==> config.mk <==
export PLATFORM = sky130hd
export DESIGN_NAME = rgb_to_hsv_8bit
export DESIGN_NICKNAME = d
export VERILOG_FILES = /design/src/hdl/rgb2hsv_pkg.sv /design/src/hdl/rgb2hsv_front.sv /design/src/hdl/rgb2hsv_div.sv /design/src/hdl/rgb2hsv_back.sv /design/src/hdl/rgb_to_hsv_8bit.sv
export SDC_FILE = /design/constraint.sdc
export NUM_CORES = 1
export LEC_CHECK = 0
export BUFFER_PORTS_ARGS = -buffer_cell sky130_fd_sc_hd__buf_2
export CAP_MARGIN = 25
export CORE_ASPECT_RATIO = 1.2
export CORE_UTILIZATION = 50
export DETAILED_ROUTE_END_ITERATION = 16
export MAX_ROUTING_LAYER = met4
export PLACE_DENSITY = 0.66
export SLEW_MARGIN = 15
export SYNTH_ARGS = -nofsm -noshare
export SYNTH_HDL_FRONTEND = slang
export SYNTH_SLANG_ARGS = --single-unit
export TNS_END_PERCENT = 20
==> constraint.sdc <==
create_clock -name clk -period 13.78 [get_ports clk]
set_clock_uncertainty 0.2 [all_clocks]
set_input_delay 0.689 -clock clk [delete_from_list [all_inputs] [get_ports clk]]
set_output_delay 0.689 -clock clk [all_outputs]
set_load 0.05 [all_outputs]
==> src/hdl/rgb2hsv_pkg.sv <==
// Shared types and constants for the RGBA to HSV pixel converter.
// No dependencies; every module of the converter imports this package.
package rgb2hsv_pkg;

  localparam int CH_W        = 8;
  localparam int NUM_W       = 16;
  localparam int TDATA_W     = 32;
  localparam int DIV_STAGES  = 8;
  localparam int PIPE_STAGES = DIV_STAGES + 2;

  localparam logic [CH_W-1:0] HUE_STEP     = CH_W'(255 / 6);
  localparam logic [CH_W-1:0] OFFSET_GREEN = CH_W'(255 / 3);
  localparam logic [CH_W-1:0] OFFSET_BLUE  = CH_W'((255 * 2) / 3);
  localparam logic [CH_W-1:0] HUE_MODULUS  = CH_W'(255);
  localparam logic [CH_W-1:0] SAT_FULL     = CH_W'(255);

  // Hue sector, chosen with grey (max equal to min) tested first, then red, then green, then blue
  typedef enum logic [1:0] {
    SEC_GREY,
    SEC_RED,
    SEC_GREEN,
    SEC_BLUE
  } sector_t;

  // Input pixel, first field in the highest bits
  typedef struct packed {
    logic [CH_W-1:0] alpha;
    logic [CH_W-1:0] blue;
    logic [CH_W-1:0] green;
    logic [CH_W-1:0] red;
  } pix_in_t;

  // Result pixel, first field in the highest bits
  typedef struct packed {
    logic [CH_W-1:0] alpha_out;
    logic [CH_W-1:0] brightness;
    logic [CH_W-1:0] saturation;
    logic [CH_W-1:0] hue;
  } pix_out_t;

  // Payload carried through the divider stages
  typedef struct packed {
    logic [NUM_W-1:0] hrem;    // hue remainder
    logic [CH_W-1:0]  hden;    // max - min
    logic [NUM_W-1:0] srem;    // saturation remainder
    logic [CH_W-1:0]  sden;    // max, also the brightness
    logic [CH_W-1:0]  hq;      // hue quotient magnitude
    logic [CH_W-1:0]  sq;      // min*255/max quotient
    logic             neg;     // hue difference is negative
    sector_t          sector;
    logic [CH_W-1:0]  alpha;
  } div_t;

endpackage

==> src/hdl/rgb2hsv_front.sv <==
// First stage: max, min, sector and the two dividends of the converter.
// Depends on rgb2hsv_pkg.
module rgb2hsv_front (
  input  logic                 clk,
  input  logic                 en,
  input  rgb2hsv_pkg::pix_in_t pix,
  output rgb2hsv_pkg::div_t    dat_r
);
  import rgb2hsv_pkg::*;

  logic            red_max;
  logic            grn_max;
  logic [CH_W-1:0] mx;
  logic [CH_W-1:0] mn;
  logic [CH_W-1:0] da;
  logic [CH_W-1:0] db;
  logic [CH_W-1:0] mag;
  sector_t         sector;
  div_t            dat_nxt;

  // Find max and min, pick the sector
  always_comb begin
    red_max = (pix.red >= pix.green) && (pix.red >= pix.blue);
    grn_max = (pix.green >= pix.blue);
    if (red_max) begin
      mx = pix.red;
    end else if (grn_max) begin
      mx = pix.green;
    end else begin
      mx = pix.blue;
    end
    mn = pix.red;
    if (pix.green < mn) mn = pix.green;
    if (pix.blue < mn) mn = pix.blue;

    if (mx == mn) begin
      sector = SEC_GREY;
    end else if (red_max) begin
      sector = SEC_RED;
    end else if (grn_max) begin
      sector = SEC_GREEN;
    end else begin
      sector = SEC_BLUE;
    end
  end

  // Select the signed channel difference and build the dividends
  always_comb begin
    case (sector)
      SEC_GREEN: begin
        da = pix.blue;
        db = pix.red;
      end
      SEC_BLUE: begin
        da = pix.red;
        db = pix.green;
      end
      default: begin
        da = pix.green;
        db = pix.blue;
      end
    endcase
    dat_nxt.neg = (da < db);
    mag = dat_nxt.neg ? (db - da) : (da - db);

    dat_nxt.hrem   = NUM_W'(mag) * NUM_W'(HUE_STEP);
    dat_nxt.hden   = mx - mn;
    dat_nxt.srem   = NUM_W'(mn) * NUM_W'(SAT_FULL);
    dat_nxt.sden   = mx;
    dat_nxt.hq     = '0;
    dat_nxt.sq     = '0;
    dat_nxt.sector = sector;
    dat_nxt.alpha  = pix.alpha;
  end

  // Advance on the stage enable
  always_ff @(posedge clk) begin
    if (en) begin
      dat_r <= dat_nxt;
    end
  end

endmodule

==> src/hdl/rgb2hsv_div.sv <==
// Pipelined restoring divider: one quotient bit per stage for hue and saturation.
// Depends on rgb2hsv_pkg.
module rgb2hsv_div (
  input  logic                                clk,
  input  logic [rgb2hsv_pkg::DIV_STAGES-1:0]  en,
  input  rgb2hsv_pkg::div_t                   dat_in,
  output rgb2hsv_pkg::div_t                   dat_out
);
  import rgb2hsv_pkg::*;

  div_t src     [DIV_STAGES];
  div_t stg_nxt [DIV_STAGES];
  div_t stg_r   [DIV_STAGES];

  for (genvar i = 0; i < DIV_STAGES; i++) begin : g_stg
    localparam int SH = DIV_STAGES - 1 - i;

    logic [NUM_W-1:0] hsub;
    logic [NUM_W-1:0] ssub;

    // Chain each stage to the one before it
    if (i == 0) begin : g_first
      assign src[i] = dat_in;
    end else begin : g_next
      assign src[i] = stg_r[i-1];
    end

    // Trial subtract of the shifted divisors
    always_comb begin
      stg_nxt[i] = src[i];
      hsub = NUM_W'(src[i].hden) << SH;
      ssub = NUM_W'(src[i].sden) << SH;
      if (src[i].hrem >= hsub) begin
        stg_nxt[i].hrem   = src[i].hrem - hsub;
        stg_nxt[i].hq[SH] = 1'b1;
      end
      if (src[i].srem >= ssub) begin
        stg_nxt[i].srem   = src[i].srem - ssub;
        stg_nxt[i].sq[SH] = 1'b1;
      end
    end

    always_ff @(posedge clk) begin
      if (en[i]) begin
        stg_r[i] <= stg_nxt[i];
      end
    end
  end

  assign dat_out = stg_r[DIV_STAGES-1];

endmodule

==> src/hdl/rgb2hsv_back.sv <==
// Last stage: sector offset and wrap for hue, saturation, output register.
// Depends on rgb2hsv_pkg.
module rgb2hsv_back (
  input  logic                  clk,
  input  logic                  en,
  input  rgb2hsv_pkg::div_t     dat,
  output rgb2hsv_pkg::pix_out_t pix_r
);
  import rgb2hsv_pkg::*;

  pix_out_t pix_nxt;

  // Apply the sector offset to the signed quotient
  always_comb begin
    case (dat.sector)
      SEC_RED: begin
        if (dat.neg && (dat.hq != '0)) begin
          pix_nxt.hue = HUE_MODULUS - dat.hq;
        end else begin
          pix_nxt.hue = dat.hq;
        end
      end
      SEC_GREEN: begin
        pix_nxt.hue = dat.neg ? (OFFSET_GREEN - dat.hq) : (OFFSET_GREEN + dat.hq);
      end
      SEC_BLUE: begin
        pix_nxt.hue = dat.neg ? (OFFSET_BLUE - dat.hq) : (OFFSET_BLUE + dat.hq);
      end
      default: begin
        pix_nxt.hue = '0;
      end
    endcase
    pix_nxt.saturation = (dat.sden == '0) ? '0 : (SAT_FULL - dat.sq);
    pix_nxt.brightness = dat.sden;
    pix_nxt.alpha_out  = dat.alpha;
  end

  // Hold the result until the stage enable
  always_ff @(posedge clk) begin
    if (en) begin
      pix_r <= pix_nxt;
    end
  end

endmodule

==> src/hdl/rgb_to_hsv_8bit.sv <==
// RGBA to HSV converter, top level; depends on rgb2hsv_pkg and its stage modules.
// Pipeline: 10 register stages, the front stage, the divider stages and the back stage.
// Throughput: one pixel per clock while the output is not stalled, with the one-bit-per-stage divider pipelined.
// Each stage moves on when the stage after it is empty or moving, so bubbles close up.
// Reset: synchronous, active low; clears all stage valid bits, data is not reset.
module rgb_to_hsv_8bit (
  input  logic                            clk,
  input  logic                            rst_n,
  input  logic                            in_tvalid,
  output logic                            in_tready,
  input  logic [rgb2hsv_pkg::TDATA_W-1:0] in_tdata,   // red, green, blue, alpha
  output logic                            out_tvalid,
  input  logic                            out_tready,
  output logic [rgb2hsv_pkg::TDATA_W-1:0] out_tdata   // hue, saturation, brightness, alpha_out
);
  import rgb2hsv_pkg::*;

  logic [PIPE_STAGES-1:0] vld_r;
  logic [PIPE_STAGES-1:0] vld_nxt;
  logic [PIPE_STAGES-1:0] adv;
  div_t                   front_dat;
  div_t                   div_dat;
  pix_out_t               pix;

  // Stage advance: a stage moves when it is empty or the next one moves
  always_comb begin
    adv[PIPE_STAGES-1] = out_tready | ~vld_r[PIPE_STAGES-1];
    for (int i = PIPE_STAGES - 2; i >= 0; i--) begin
      adv[i] = adv[i+1] | ~vld_r[i];
    end
  end

  // Shift valid bits along with the data
  always_comb begin
    vld_nxt[0] = adv[0] ? in_tvalid : vld_r[0];
    for (int i = 1; i < PIPE_STAGES; i++) begin
      vld_nxt[i] = adv[i] ? vld_r[i-1] : vld_r[i];
    end
  end

  always_ff @(posedge clk) begin
    if (!rst_n) begin
      vld_r <= '0;
    end else begin
      vld_r <= vld_nxt;
    end
  end

  rgb2hsv_front u_front (
    .clk   (clk),
    .en    (adv[0]),
    .pix   (pix_in_t'(in_tdata)),
    .dat_r (front_dat)
  );

  rgb2hsv_div u_div (
    .clk     (clk),
    .en      (adv[DIV_STAGES:1]),
    .dat_in  (front_dat),
    .dat_out (div_dat)
  );

  rgb2hsv_back u_back (
    .clk   (clk),
    .en    (adv[PIPE_STAGES-1]),
    .dat   (div_dat),
    .pix_r (pix)
  );

  assign in_tready  = adv[0];
  assign out_tvalid = vld_r[PIPE_STAGES-1];
  assign out_tdata  = TDATA_W'(pix);

  // Hue never reaches the full-circle code
  a_hue_range: assert property (@(posedge clk) disable iff (!rst_n)
    out_tvalid |-> (pix.hue != HUE_MODULUS))
    else $error("hue out of range");

  // Zero saturation only for grey, which has zero hue
  a_grey_hue: assert property (@(posedge clk) disable iff (!rst_n)
    (out_tvalid && (pix.saturation == '0)) |-> (pix.hue == '0))
    else $error("grey pixel with nonzero hue");

  // Black gives zero hue and saturation
  a_black: assert property (@(posedge clk) disable iff (!rst_n)
    (out_tvalid && (pix.brightness == '0)) |-> ((pix.hue == '0) && (pix.saturation == '0)))
    else $error("black pixel with nonzero hue or saturation");

  // A taken result frees the whole pipeline for a new request
  a_no_stall: assert property (@(posedge clk) disable iff (!rst_n)
    out_tready |-> in_tready)
    else $error("input stalled while output is taken");

endmodule
==> metrics, run 1 <==
wire per inst=16.85 µm; Synth top area share=0.5575; Synth area leader=edfxtp_1; Area contributors post-synth=edfxtp_1 (56%), ha_1 (9.8%), inv_1 (3.6%); gr ovfl total=0; YS warnings=0; hold path startpoint=in_tdata[31]; Tcrit/Tclk final=0.8346; DR vias=19260; ys async rst share=0; max cap viols=0; die area=64030 µm²; fill cell instance count of the final layout=5020; Top Ports=70; First DRT Iteration DRCs=820; Yosys cell types=85; Worst EP arrival=11.63 ns; layout overhead on the synthesized area=10.52%; drc violations=0; vias in the first global route=20020; endpoints failing setup=0; first drt pass iteration count=6; first-pass GRT wire length=97.10 mm; CP Data Required Time=13.91 ns; initial antenna violation count=1; Worst setup SP type=input port; clock sinks=595; worst-path maximum fanout=14; cts bufs inserted=56; max-slew violations=0; Clk pin slew, worst setup/hold paths=0.06 ns; RSZ-0062 raised after global routing=false; register bit count reported by yosys=595; register area share after synthesis=0.5639; cts repair resizes=0; Post-Synthesis Cells=2551; critical path's slowest cell=mux2i_1; Worst Setup SP=in_tdata[1]; Synth Cell Area=31510 µm²; CTS root buf=clkbuf_16; crit-path max cell delay=0.57 ns; Post-synth EDFFs=585; Max Root-Sink Buffers=3; IO buf count=69; mean post-synth cell area=12.35 µm²; Clk Latency, worst-skew pair=0.60 ns; hold buffer count at CTS=0; Routed Antenna Nets=0; Slew @ Worst Pin=0.9915 ns; Core Region=62180 µm²; # nets final=2984; DP HPWL=45.53 mm; largest net degree at the start of global routing=73; Tightest Hold Check Type=in -> reg; Die Height=277.0 µm; Primary FF master, synth=edfxtp_1; final worst path period need=11.50 ns; layout cells sized above 1=0.09967; CTS tree=done; Syn Nets=2884; CTS H-tree depth=2; WL final=59.25 mm; slew margin rel.=0.3376; final setup TNS=0 ns; Fmax=0.08695 GHz; Die Wd=231.2 µm; most used cell, CP=ha_1; Starting Density=0.5067; GP Congestion=0.9202; Via-to-Cell Ratio=5.478; Final Hold Fails=0; post-CTS setup buffers=0; status=completed; Site Rows=100; reg2reg start=u_div.stg_r[0][277]; Global Route Usage Sum=0.1931; WS Path Type=in -> reg; CP Capture Type=register
[cell type report]
| cell class | count | area [µm²] | area share |
|---|---|---|---|
| well taps | 816 | 1021 | 0.02932 |
| flip-flops and latches | 595 | 17770 | 0.5102 |
| clock buffers | 70 | 1526 | 0.04384 |
| repair buffers | 88 | 488.0 | 0.01401 |
| clock inverters | 36 | 450.4 | 0.01294 |
| multi-input cells | 1608 | 12430 | 0.3570 |
| inverters | 302 | 1136 | 0.03263 |
| diodes | 1 | 2.502 | 0.00007186 |
[placed cells by master, fill, tap and decap left out, types with 58 or more instances in the layout]
cell       count
o21ai_0      121
buf_2         69
ha_1         248
edfxtp_1     585
inv_1        294
clkbuf_16     58
xnor2_1       84
nand2_1      140
a21oi_1      134
nor2_1       168
[synth_stat cells (23+ instances only)]
master and count:
xnor2_1 84, mux2i_1 31, nor2_1 168, nand3_1 26, o21ai_0 121, nor3_1 35, nand2b_1 37, clkbuf_1 36
xor2_1 50, nor2b_1 50, nand2_1 143, edfxtp_1 585, a21oi_1 134, mux2_2 35, ha_1 248, a21boi_0 23
fa_1 49, inv_1 298, o21a_1 40, a21o_1 46
[flip-flops by register name (all words and copies together), names as in the netlist]
signal / count
u_div.stg_r: 497
u_back.pix_r: 32
u_front.dat_r: 56
vld_r: 10
[through the flow]
step           cell area [µm²]  setup slack (ns)  cells  hold slack, ns    util
2_1_floorplan            31510             3.224   2551          0.2003       -
3_3_place_gp             32830             1.665   3408          0.2009  0.5279
3_5_place_dp             32830             1.457   3408          0.2045  0.5279
4_1_cts                  34810             2.050   3514         0.01939  0.5597
5_1_grt                  34820             1.478   3516         0.02435  0.5600
6_report                 34820             2.279   3516         0.06664  0.5600
[logic make-up after synthesis]
family                     Yosys count  share of synthesized area
DFF                                595                     0.5639
and+or+nand+nor                    577                    0.09086
AOI/OAI and AO/OA                  534                     0.1137
buffers and inverters              348                    0.04233
adders and majority gates          297                     0.1296
xor gates and xnor gates           134                    0.03725
muxes                               66                    0.02236
[final timing paths]
check             depth (start not counted)                   to  slack, ns
hold reg to reg                           0  u_div.stg_r[1][101]       0.20
setup / recovery                         44    u_front.dat_r[72]       2.28
setup reg to reg                         10   u_div.stg_r[1][64]       9.86
hold / removal                            1     u_front.dat_r[7]       0.07
[critical path: cells and delay by family]
family / cells / cell delay [ns]
AO/OA/AOI/OAI: 18 / 3.60
XOR/XNOR: 3 / 0.54
adder cells (fa/ha/maj): 9 / 2.90
buffers and inverters: 5 / 0.84
multiplexers: 3 / 1.17
AND/OR/NAND/NOR: 6 / 1.86
[layer usage]
metal / global-route usage / vias up / wire length, µm
met3: 0.02430 / 159 / 1924
met4: 0.08915 / 0 / 2632
met5: - / - / 0
met1: 0.1991 / 9189 / 22670
met2: 0.3597 / 412 / 32020
li1: - / 9501 / -
Power of run 1 is left out: the tool's default activity adds up to more than one toggle a clock period on the data nets, which glitch-free logic cannot reach.
==> run 2: changes to the inputs <==
clock period = 11.8 ns   (was 13.78 ns; I/O delays follow)
==> metrics, run 2 (synthesis gave the netlist of run 1 again) <==
status=completed; crit-path max cell delay=0.56 ns (about the same); Clk Latency, worst-skew pair=0.60 ns (about the same); post-CTS setup buffers=0 (unchanged); endpoints failing setup=0 (unchanged); R2R Setup Slk=8.26 ns (-1.60 ns); # nets final=3004 (+0.67%); CTS tree=done; first drt pass iteration count=5 (-1); DR vias=19220 (-0.20%); gr ovfl total=0 (unchanged); hold path startpoint=in_tvalid; Top Registers=u_div.stg_r: 497 flops, u_front.dat_r: 56 flops, u_back.pix_r: 32 flops; CP Data Required Time=11.93 ns (-1.98 ns); most frequent cells in the layout=edfxtp_1 (585), inv_1 (294), ha_1 (248), nor2_1 (168), nand2_1 (140); drc violations=0 (unchanged); largest net degree at the start of global routing=73 (unchanged); Global Route Usage Sum=0.1934 (+0.0002892); layout overhead on the synthesized area=10.67%; hold path cells=3 (+2); Tightest Hold Check Type=in -> reg; Worst EP arrival=10.90 ns (-0.73 ns); reg2reg start=u_div.stg_r[1][53]; Slew @ Worst Pin=1.005 ns (+0.01351 ns); initial antenna violation count=1 (unchanged); WL final=59.10 mm (-0.25%); CTS H-tree depth=2 (unchanged); critical path's slowest cell=mux2i_1; max cap viols=0 (unchanged); Core Region=62180 µm² (unchanged); first-pass GRT wire length=97.31 mm (+0.21%); max-slew violations=0 (unchanged); die area=64030 µm² (unchanged); layout cells sized above 1=0.1015 (+0.001879); wire per inst=16.72 µm (-0.78%); CP Capture Type=register; final setup TNS=0 ns (unchanged); Fmax=0.09286 GHz; Max Root-Sink Buffers=3 (unchanged); RSZ-0062 raised after global routing=false; vias in the first global route=19870 (-0.73%); cts repair resizes=0 (unchanged); max reg flops=497 (unchanged); Site Rows=100 (unchanged); First DRT Iteration DRCs=802 (-2.2%); worst-path maximum fanout=14 (unchanged); Starting Density=0.5067 (unchanged); Die Wd=231.2 µm (unchanged); final worst path period need=10.77 ns; most used cell, CP=ha_1; hold endpoint=vld_r[0]; Via-to-Cell Ratio=5.438 (-0.73%); Routed Antenna Nets=0 (unchanged); clock sinks=595 (unchanged); Reg with most FFs=u_div.stg_r; Tcrit/Tclk final=0.9126; FF-to-FF path depth=11 (+1); GP Congestion=0.9384 (+2.0%); cts bufs inserted=57 (+1.8%); Final Hold Fails=0 (unchanged); Die Height=277.0 µm (unchanged); reg-to-reg endpoint=u_div.stg_r[1][139]; CTS root buf=clkbuf_16; Clk pin slew, worst setup/hold paths=0.06 ns (about the same); IO buf count=69 (unchanged); WS Path Type=in -> reg; Top Ports=70 (unchanged); Worst setup SP type=input port; DP HPWL=45.10 mm (-0.95%); commonest non-fill, non-tap cell in the layout=edfxtp_1; slew margin rel.=0.3300 (-0.007649)
run 2: what timing repair did:
| action | in CTS | in global routing |
|---|---|---|
| setup endpoints to repair | 0 | 0 |
| hold endpoints to repair | 8 | 0 |
| hold buffers | 8 | 0 |
run 2: how the worst max path moves through the flow:
stage                      startpoint  slack [ns]           endpoint
after floorplan           in_tdata[1]        1.34  u_front.dat_r[72]
after global placement    in_tdata[1]        0.82  u_front.dat_r[72]
after detailed placement  in_tdata[1]        0.46  u_front.dat_r[72]
after CTS                 in_tdata[1]        1.07  u_front.dat_r[72]
after global routing      in_tdata[1]        0.13  u_front.dat_r[72]
final                     in_tdata[1]        1.03  u_front.dat_r[72]
run 2: final cells by class:
cell class / instances / area (µm²)
fillers: 5004 / 27310
flip-flops and latches: 595 / 17770
multi-input cells: 1608 / 12420
clock buffers: 74 / 1572
inverters: 302 / 1136
well taps: 816 / 1021
repair buffers: 107 / 650.6
clock inverters: 32 / 296.5
diodes: 1 / 2.502
run 2: critical path, delay by kind of cell:
family / cells / cell delay [ns]
buf+inv: 5 / 0.79
fa+ha+maj: 9 / 2.95
xor+xnor: 3 / 0.53
compound gates: 16 / 3.48
simple gates: 6 / 1.41
mux: 3 / 1.13
run 2: through the flow:
step / std cells / instance area [µm²] / util / setup WS, ns / hold slack [ns]
after global placement: 3418 / 32900 / 0.5291 / 0.8213 / 0.2006
after CTS: 3532 / 34850 / 0.5605 / 1.067 / 0.07426
final: 3535 / 34870 / 0.5607 / 1.031 / 0.1161
after floorplan: 2551 / 31510 / - / 1.343 / 0.2003
after detailed placement: 3418 / 32900 / 0.5291 / 0.4580 / 0.2045
after global routing: 3535 / 34870 / 0.5607 / 0.1299 / 0.09636
run 2: layer usage:
layer,global-route usage,part of all wire,vias up
met4,0.07794,0.038,0
li1,-,-,9543
met1,0.2040,0.39,9187
met3,0.02234,0.027,145
met2,0.3618,0.55,348
met5,-,0,-
Power of run 2 is left out for the same reason.
==> run 3: changes to the inputs <==
ABC_AREA = 1   (was default)
==> metrics, run 3 <==
status=completed; # nets final=3185 (+6.0%); most used cell, CP=nor2_1; Slew @ Worst Pin=0.8949 ns (-0.1101 ns); worst-path maximum fanout=34 (+20); Reg with most FFs=u_div.stg_r; most frequent cell after synthesis=edfxtp_1; Starting Density=0.5064 (about the same); worst path bufs/invs=9 (+4); Core Region=60940 µm² (-2.0%); first-pass GRT wire length=92.85 mm (-4.6%); largest net degree at the start of global routing=74 (+1.4%); Fin Hold WS=0.2150 ns (+0.09896 ns); slew margin rel.=0.4034 (+0.07341); Via-to-Cell Ratio=5.165 (-5.0%); CP Capture Type=register; GP Congestion=0.9132 (-2.7%); Fmax=0.09782 GHz (+5.3%); Synth top area share=0.5692 (+0.01169); Worst setup SP type=input port; wire per inst=15.09 µm (-9.7%); gr ovfl total=0 (unchanged); Routed Antenna Nets=0 (unchanged); Syn Nets=3075 (+6.6%); Site Rows=99 (-1.0%); WS Path Type=in -> reg; first drt pass iteration count=5 (unchanged); hold buffer count at CTS=9 (+1); YS warnings=0 (unchanged); WL final=55.91 mm (-5.4%); max reg flops=497 (unchanged); DP HPWL=43.16 mm (-4.3%); initial antenna violation count=1 (unchanged); final worst path period need=10.22 ns (-0.5464 ns); Final Hold Fails=0 (unchanged); CTS H-tree depth=2 (unchanged); drc violations=0 (unchanged); most frequent cells in the layout=edfxtp_1 (585), inv_1 (404), nand2_1 (342), ha_1 (248), nor2_1 (240); cts repair resizes=0 (unchanged); register area share after synthesis=0.5757 (+0.01182); clock sinks=595 (unchanged); Top Registers=u_div.stg_r: 497 flops, u_front.dat_r: 56 flops, u_back.pix_r: 32 flops; cts bufs inserted=54 (-5.3%); mean post-synth cell area=11.25 µm² (-8.9%); critical path's slowest cell=nand3_2; Clk Latency, worst-skew pair=0.60 ns (about the same); Tcrit/Tclk final=0.8663 (-0.04630); endpoints failing setup=0 (unchanged); die area=62720 µm² (-2.0%); Synth area leader=edfxtp_1; register bit count reported by yosys=595 (unchanged); Die Wd=228.8 µm (-1.0%); post-CTS setup buffers=0 (unchanged); CP Data Required Time=11.95 ns (+0.02 ns); final setup TNS=0 ns (unchanged); Post-synth EDFFs=585 (unchanged); Tightest Hold Check Type=reg -> reg; ys async rst share=0 (unchanged); CTS tree=done; Primary FF master, synth=edfxtp_1; layout cells sized above 1=0.07254 (-0.02901); max-slew violations=0 (unchanged); Synth Cell Area=30860 µm² (-2.1%); Max Root-Sink Buffers=3 (unchanged); max cap viols=0 (unchanged); CTS root buf=clkbuf_16; Post-Synthesis Cells=2742 (+7.5%); CP delay by family, top=simple AND/OR/NAND/NOR gates; Die Height=274.2 µm (-1.0%); IO buf count=69 (unchanged); layout overhead on the synthesized area=10.40%; vias in the first global route=19710 (-0.81%); Global Route Usage Sum=0.1879 (-0.005450); crit-path max cell delay=0.45 ns (-0.11 ns); Top Ports=70 (unchanged); First DRT Iteration DRCs=1057 (+32%); DR vias=19130 (-0.47%); commonest non-fill, non-tap cell in the layout=edfxtp_1; most instantiated cells after synthesis=edfxtp_1 (585), inv_1 (405), nand2_1 (343); final core occ=0.5590 (-0.001698); Clk pin slew, worst setup/hold paths=0.06 ns (about the same); RSZ-0062 raised after global routing=false; Yosys cell types=61 (-28%); Area contributors post-synth=edfxtp_1 (57%), ha_1 (10%), inv_1 (4.9%); Worst EP arrival=10.37 ns (-0.53 ns)
==> run 3: changes by cell type in the layout (fill, tap and decap cells not counted), sizes merged, moves of 34 or more <==
cell,change
nand2,+211
inv,+120
nor2,+74
nand3,+73
a21oi,+51
nor2b,-51
xor2,+48
o21ai,+39
nand2b,-37
a21o,-36
o21a,-36
mux2,-34
==> run 3: kinds of logic after synthesis <==
logic type / after synthesis / share of synthesized area
xor+xnor: 152 / 0.04314
compound gates: 440 / 0.07971
buf+inv: 456 / 0.05664
flops: 595 / 0.5757
simple gates: 799 / 0.1115
mux: 3 / 0.001014
fa+ha+maj: 297 / 0.1323
==> run 3: area by class of cell <==
type,count,area (µm²)
tap,808,1011
multi-input combinational,1691,11350
antenna,1,2.502
timing repair buffer,92,553.0
clock buffer,65,1443
inverter,418,1569
fill,5044,26870
sequential,595,17770
clock inverter,34,376.6
==> run 3: metal layers <==
metal | vias up | global-route usage | wire length (µm)
li1 | 9701 | - | -
met1 | 8940 | 0.1895 | 21550
met2 | 360 | 0.3616 | 30500
met3 | 132 | 0.02215 | 1613
met4 | 0 | 0.08246 | 2248
met5 | - | - | 0
==> run 3: path summary, 6_finish.rpt <==
| kind | startpoint | to | slack, ns | depth (start not counted) |
|---|---|---|---|---|
| setup / recovery | in_tdata[7] | u_front.dat_r[72] | 1.58 | 55 |
| hold / removal | u_div.stg_r[0][225] | u_div.stg_r[1][0] | 0.22 | 0 |
| setup reg to reg | vld_r[9] | u_front.dat_r[1] | 5.31 | 24 |
| hold reg to reg | u_div.stg_r[0][225] | u_div.stg_r[1][0] | 0.22 | 0 |
==> run 3: metrics by stage <==
stage / setup WS [ns] / area (µm²) / instances
2_1_floorplan: 2.402 / 30860 / 2742
3_3_place_gp: 1.394 / 32140 / 3594
3_5_place_dp: 1.022 / 32160 / 3595
4_1_cts: 1.650 / 34070 / 3703
5_1_grt: 0.5475 / 34070 / 3704
6_report: 1.577 / 34070 / 3704
==> run 3: worst reg2reg max path: cells and delay by family, from the launching register on <==
kind	cells	cell delay [ns]
simple gates	10	0.95
buf+inv	14	4.65
flops	1	0.31
Power of run 3 is left out for the same reason.
